===== src/hw/rtl/cbg_pkg.sv =====
`timescale 1ns / 1ps
// ----------------------------------------------------------------------------
// cbg_pkg
// Shared types, register codes and constant tables for the contrast,
// brightness and gamma pixel core.
// ----------------------------------------------------------------------------
package cbg_pkg;

    // register indexes of the configuration port
    typedef enum logic [2:0] {
        CFG_CONTRAST   = 3'd0,
        CFG_BRIGHTNESS = 3'd1,
        CFG_GAMMA      = 3'd2,
        CFG_LUMA       = 3'd3,
        CFG_THREE      = 3'd4
    } cfg_idx_t;

    // how the back end treats a pixel
    typedef enum logic [1:0] {
        MODE_GRAY  = 2'd0,
        MODE_COLOR = 2'd1,
        MODE_LUMA  = 2'd2
    } mode_t;

    typedef struct packed {
        logic [7:0] chan_blue;
        logic [7:0] chan_green;
        logic [7:0] chan_red;
    } pixel_t;

    typedef struct packed {
        logic [7:0] out_blue;
        logic [7:0] out_green;
        logic [7:0] out_red;
    } result_t;

    typedef struct packed {
        logic [15:0]        contrast_gain;
        logic signed [16:0] brightness_offset;
        logic [15:0]        gamma_exponent;
        logic               luma_only;
        logic               three_channel;
    } cfg_t;

    typedef struct packed {
        pixel_t pix;
        mode_t  mode;
    } item_t;

    // write of one entry of the output lookup tables
    typedef struct packed {
        logic       en;
        logic [7:0] addr;
        logic [7:0] data;
    } tab_wr_t;

    localparam logic [30:0] ONE_Q30 = 31'h4000_0000;

    typedef logic [15:0][30:0]  root_tab_t;
    typedef logic [255:0][30:0] mant_tab_t;
    typedef logic [255:0][3:0]  exp_tab_t;
    typedef logic [255:0][24:0] recip_tab_t;

    // integer square root, used at elaboration only
    function automatic logic [63:0] isqrt64(input logic [63:0] val);
        logic [63:0] v;
        logic [63:0] res;
        logic [63:0] b;
        v   = val;
        res = 64'd0;
        b   = 64'd1 << 62;
        for (int i = 0; i < 32; i++)
        begin
            if (b > v)
                b = b >> 2;
        end
        for (int i = 0; i < 32; i++)
        begin
            if (b != 64'd0)
            begin
                if (v >= res + b)
                begin
                    v   = v - (res + b);
                    res = (res >> 1) + b;
                end
                else
                begin
                    res = res >> 1;
                end
                b = b >> 2;
            end
        end
        return res;
    endfunction

    // roots 2^(2^-k) in Q30, first entry is sqrt(2)
    function automatic root_tab_t build_roots();
        root_tab_t   t;
        logic [63:0] r;
        r = isqrt64(64'd2 << 60);
        for (int j = 0; j < 16; j++)
        begin
            t[j] = r[30:0];
            r    = isqrt64(r << 30);
        end
        return t;
    endfunction

    // normalized mantissa of byte/255 in [1,2) Q30
    function automatic mant_tab_t build_mant();
        mant_tab_t   t;
        logic [63:0] v;
        for (int c = 0; c < 256; c++)
        begin
            v = 64'(c);
            for (int i = 0; i < 9; i++)
            begin
                if (v < 64'd255 && v != 64'd0)
                    v = v << 1;
            end
            t[c] = 31'((v << 30) / 64'd255);
        end
        return t;
    endfunction

    // number of doublings that bring a byte into [255,510)
    function automatic exp_tab_t build_exp();
        exp_tab_t    t;
        logic [15:0] v;
        logic [3:0]  e;
        for (int c = 0; c < 256; c++)
        begin
            v = 16'(c);
            e = 4'd0;
            for (int i = 0; i < 9; i++)
            begin
                if (v < 16'd255 && v != 16'd0)
                begin
                    v = v << 1;
                    e = e + 4'd1;
                end
            end
            t[c] = e;
        end
        return t;
    endfunction

    // ceil(2^24 / v), exact quotient for dividends below 2^16
    function automatic recip_tab_t build_recip();
        recip_tab_t t;
        t[0] = 25'd0;
        for (int c = 1; c < 256; c++)
        begin
            t[c] = 25'(((64'd1 << 24) + 64'(c) - 64'd1) / 64'(c));
        end
        return t;
    endfunction

    localparam root_tab_t  ROOT_TABLE  = build_roots();
    localparam mant_tab_t  MANT_TABLE  = build_mant();
    localparam exp_tab_t   EXP_TABLE   = build_exp();
    localparam recip_tab_t RECIP_TABLE = build_recip();

endpackage


===== src/hw/rtl/cbg_front.sv =====
`timescale 1ns / 1ps
// ----------------------------------------------------------------------------
// cbg_front
// Accepts pixel commands, classifies them by mode and queues them for the
// back end in a two-entry queue.
// ----------------------------------------------------------------------------
module cbg_front (
    input  logic            clk,
    input  logic            rst_n,
    input  logic            start,
    input  logic            table_busy,
    input  cbg_pkg::pixel_t pixel,
    input  cbg_pkg::cfg_t   cfg,
    output logic            busy,
    output logic            item_valid,
    output cbg_pkg::item_t  item
);
    import cbg_pkg::*;

    item_t      queue_mem [2];
    logic       wr_ptr_reg;
    logic       rd_ptr_reg;
    logic [1:0] count_reg;
    logic       push;
    logic       pop;
    mode_t      mode;

    // classification
    always_comb
    begin
        if (!cfg.three_channel)
            mode = MODE_GRAY;
        else if (cfg.luma_only)
            mode = MODE_LUMA;
        else
            mode = MODE_COLOR;
    end

    assign busy       = table_busy || (count_reg == 2'd2);
    assign push       = start && !busy;
    assign pop        = (count_reg != 2'd0);
    assign item_valid = pop;
    assign item       = queue_mem[rd_ptr_reg];

    // queue storage
    always_ff @(posedge clk)
    begin
        if (push)
            queue_mem[wr_ptr_reg] <= '{pix: pixel, mode: mode};
    end

    // queue pointers
    always_ff @(posedge clk or negedge rst_n)
    begin
        if (!rst_n)
        begin
            wr_ptr_reg <= 1'b0;
            rd_ptr_reg <= 1'b0;
            count_reg  <= 2'd0;
        end
        else
        begin
            if (push)
                wr_ptr_reg <= !wr_ptr_reg;
            if (pop)
                rd_ptr_reg <= !rd_ptr_reg;
            if (push && !pop)
                count_reg <= count_reg + 2'd1;
            else if (pop && !push)
                count_reg <= count_reg - 2'd1;
        end
    end

endmodule


===== config.mk =====
export PLATFORM = sky130hd
export DESIGN_NAME = cbg_front
export DESIGN_NICKNAME = d
export VERILOG_FILES = /design/src/hw/rtl/cbg_pkg.sv /design/src/hw/rtl/cbg_front.sv
export SDC_FILE = /design/constraint.sdc
export NUM_CORES = 1
export LEC_CHECK = 0
export ABC_AREA = 1
export BUFFER_PORTS_ARGS = -buffer_cell sky130_fd_sc_hd__clkbuf_2
export CAP_MARGIN = 15
export CORE_MARGIN = 2
export CORE_UTILIZATION = 25
export DETAILED_ROUTE_END_ITERATION = 10
export PLACE_DENSITY = 0.45
export RECOVER_POWER = 25
export SYNTH_ARGS = -nofsm -noshare
export SYNTH_HDL_FRONTEND = slang
export SYNTH_SLANG_ARGS = --single-unit

===== constraint.sdc =====
create_clock -name clk -period 2.3 [get_ports clk]
set_input_delay 0.23 -clock clk [delete_from_list [all_inputs] [get_ports clk]]
set_output_delay 0.23 -clock clk [all_outputs]
set_load 0.1 [all_outputs]

# Word-level counts from Yosys, hierarchy flattened
# Memories as Yosys holds them, arrays and structs flattened.
# Cells that the tools add are included.
op_classes:
  add_sub_neg: 2
  n_eq_ne: 1
  mux: 6
  n_reduce_logical: 11
op_table:
  columns: ["operator", "count"]
  rows:
  - ["$mux 2", 4]
  - ["$logic_not 1->1", 5]
  - ["$reduce_bool 2->1", 2]
  - ["$logic_and 1x1->1", 3]
  - ["$add 2x1->2 const B", 1]
  - ["$eq 2x2->1 const B", 1]
  - ["$mux 1", 2]
  - ["$sub 2x1->2 const B", 1]
  - ["$logic_or 1x1->1", 1]
totals:
  mem_bits_rw: 52
  elab_cells: 24
  regBits: 4
  mem_count: 1
  output_inout_bits: 28
mem_list:
  columns: ["memory", "depth", "width", "rd", "rd_clocked_by_memory_dff", "wr", "line", "text"]
  rows:
  - ["queue_mem", 2, 26, 1, 0, 1, "cbg_front.sv:20", "item_t queue_mem [2];"]

# Longest topological paths before layout
depth:
  word_depth: 8
  ltp_mapped: 10

# Least setup slack after synthesis
# OpenSTA, ideal clock, no wires.
synth_path:
  path_type: "reg-to-reg"
  start: "reg count_reg[0]"
  end: "mem queue_mem[1][0] in the netlist's numbering (enable)"
  setup_slack_ns: 0.181
  period_less_slack_ns: 2.119
  arrival_time_ns: 1.711
  path_stages_with_launch: 5
  setup_time_ns: 0.409
  required_time_ns: 1.891
  cell_sequence: "dfrtp_1 -> inv_2 -> nand2_2 -> nand3_2 -> nor2_1"
synth_via:
  elab_chain_len: 6
synth_lines:
  columns: ["element", "line", "text"]
  rows:
  - ["start, declared", "cbg_front.sv:23", "logic [1:0] count_reg;"]
  - ["start signal, assigned", "cbg_front.sv:68", "count_reg <= count_reg + 2'd1;"]
  - ["start signal, assigned", "cbg_front.sv:70", "count_reg <= count_reg - 2'd1;"]
  - ["$eq 2x2->1", "cbg_front.sv:39", "assign busy = table_busy || (count_reg == 2'd2);"]
  - ["$logic_or 1x1->1", "cbg_front.sv:39", null]
  - ["$logic_not 1->1", "cbg_front.sv:40", "assign push = start && !busy;"]
  - ["$logic_and 1x1->1", "cbg_front.sv:40", null]
  - ["$mux 1", "cbg_front.sv:48", "if (push)"]
  - ["$mux 1 (not written as such)", "cbg_front.sv:49", "queue_mem[wr_ptr_reg] <= '{pix: pixel, mode: mode};"]
  - ["end, declared", "cbg_front.sv:20", null]
# Every way passes these cells.

==> metrics.txt <==
syn_nets=between 200 and 300; Max Fclk=519 MHz; most frequent cells in the layout=86 x nand2_1, 52 x edfxtp_1, 26 x buf_12, 22 x clkbuf_2, 10 x inv_1; via count=approximately 1300; syn_area_per_cell=around 13 um^2; Hold Path Class=in2reg; final net count=315; Clock Path Buffers=2; endpoints failing setup=0; WL per Instance=11.9 um; Detailed Routing Iterations Pass 1=4; first-pass GRT wire length=6680 um; CP cell instances=buf_4 > nand2_1 > nand2_1 > buf_12; gr ovfl total=0; CP Class=reg2out; DIE WIDTH=97.1 um; Slew HR=0.642; Routed Antenna Nets=0; Skew-Pair Late Insertion Delay=0.30 ns; max reg flops=52; worst flop-to-flop path startpoint=count_reg[0]; Max Cap Violations=0; H-tree depth=2; Clock Tree Root=clkbuf_8; min-delay src=pixel[1]; Setup TNS=0 ns; Core Area=roughly 0.0083 mm^2; CTS buffer count=5; vias in the first global route=between 1000 and 1500; cell repeated most along the worst path=nand2_1; Synth Instances=170; status=finished clean; drt total wl=4070 um; RSZ-0062 raised after global routing=no; Via density=between 3 and 4; Crit. End Element=primary output; maximum number of pins on one net before global-route repair=28; Worst Path Required=2.07 ns; arrival time at the worst endpoint=around 1.7 ns; initial antenna violation count=0; Mapped Area=about 0.0022 mm^2; commonest non-fill, non-tap cell in the layout=nand2_1; clock sinks=56; Final Slew Violations=0; DRC=0; CP Max Fanout=17; Worst-Margin Slew=0.539 ns; #FFs+latches synth=56; hpwl dp=about 2700 um; GPL Wtd Cong=0.712; Syn. warnings=0; Worst Setup SP=rd_ptr_reg; input/output buffers=57; Iteration-0 DRC Markers=61; ANT cells=0; total track usage=0.0919; Initial Utilization=0.261; IO Count=roughly 110; Crit-path slowest cell=dfrtp_1; register area share after synthesis=0.768; CTS tree=done; Fillers=800; die footprint=roughly 0.0094 mm^2; Fin. Hold Viols=0; die height=97.1 um; CP startpoint kind=flop; fin crit period=1.93 ns; crit share post-route=0.839; Setup Skew=~0.0045 ns; share of cells above drive strength 1=0.284; # rows=33; clock transition at the registers of the reported paths=0.10 ns; max incr delay on CP=0.66 ns; count of cell types in the netlist=18; Area growth syn-to-layout=42.0%
-- per-layer routing --
| layer | routed length (um) | track usage |
|---|---|---|
| met4 | 59 | 0.0325 |
| met2 | 2020 | 0.159 |
| met5 | 0 | 0 |
| met3 | 194 | 0.0266 |
| met1 | 1790 | 0.109 |
-- kinds of logic after synthesis --
kind of cell             synth area share
XOR/XNOR                          0.00809
flip-flops                          0.768
AND/OR/NAND/NOR                     0.171
adder cells (fa/ha/maj)           0.00578
buffers and inverters              0.0474
-- cell type report --
class / instances / area (um^2) / area share
clock buffer: 5 / 68.8 / 0.0224
clock inverter: 3 / 42.5 / 0.0138
inverter: 12 / 50.0 / 0.0163
multi-input combinational: 97 / 408 / 0.133
sequential: 56 / 1660 / 0.540
tap: 105 / 131 / 0.0427
timing repair buffer: 63 / 712 / 0.232
-- final timing paths --
check	to	depth (start not counted)	slack (ns)
worst min register to register	wr_ptr_reg	2	0.49
worst min-delay path	queue_mem[0][3]	1	0.11
max in group asynchronous	wr_ptr_reg	2	1.90
worst max-delay path	item[21]	4	0.37
min in group asynchronous	count_reg[0]	2	0.27
worst max register to register	queue_mem[1][1]	5	0.67
-- critical path, delay by kind of cell, from the launching register on --
family / cells / cell delay (ns)
simple gates: 2 / 0.21
buf+inv: 2 / 0.51
flops: 1 / 0.66
-- metrics by stage --
step	hold slack (ns)	cells	cell area, um^2	setup WS [ns]	util
floorplan	-0.0656	170	2160	0.181	-
global placement	0.0467	332	2960	0.639	0.357
detailed placement	0.0519	332	2960	0.634	0.357
CTS	0.0944	341	3090	0.284	0.372
global route	0.0917	341	3070	0.205	0.370
finish	0.110	341	3070	0.371	0.370
-- timing repair --
action / CTS / global route
resized for setup: 0 / 0
endpoints found under the hold margin: 4 / 0
buffers inserted: 0 / 0
hold buffers: 1 / 0
-- synth_stat cells --
cell / number / area (um^2)
buf_4: 2 / 15.0
edfxtp_1: 52 / 1560
xor2_1: 1 / 8.76
nor2_1: 2 / 7.51
inv_1: 10 / 37.5
xnor2_1: 1 / 8.76
nand4_1: 2 / 12.5
nand3_1: 1 / 5.00
dfrtp_1: 4 / 100
inv_6: 1 / 8.76
inv_2: 1 / 3.75
nand2_2: 1 / 6.26
ha_1: 1 / 12.5
buf_8: 1 / 15.0
buf_6: 2 / 22.5
nand2_1: 86 / 323
nor2_2: 1 / 6.26
nand3_2: 1 / 10.0
Power is not shown: default switching activity piles up to over one toggle a cycle in this logic, so the estimate is an artifact.
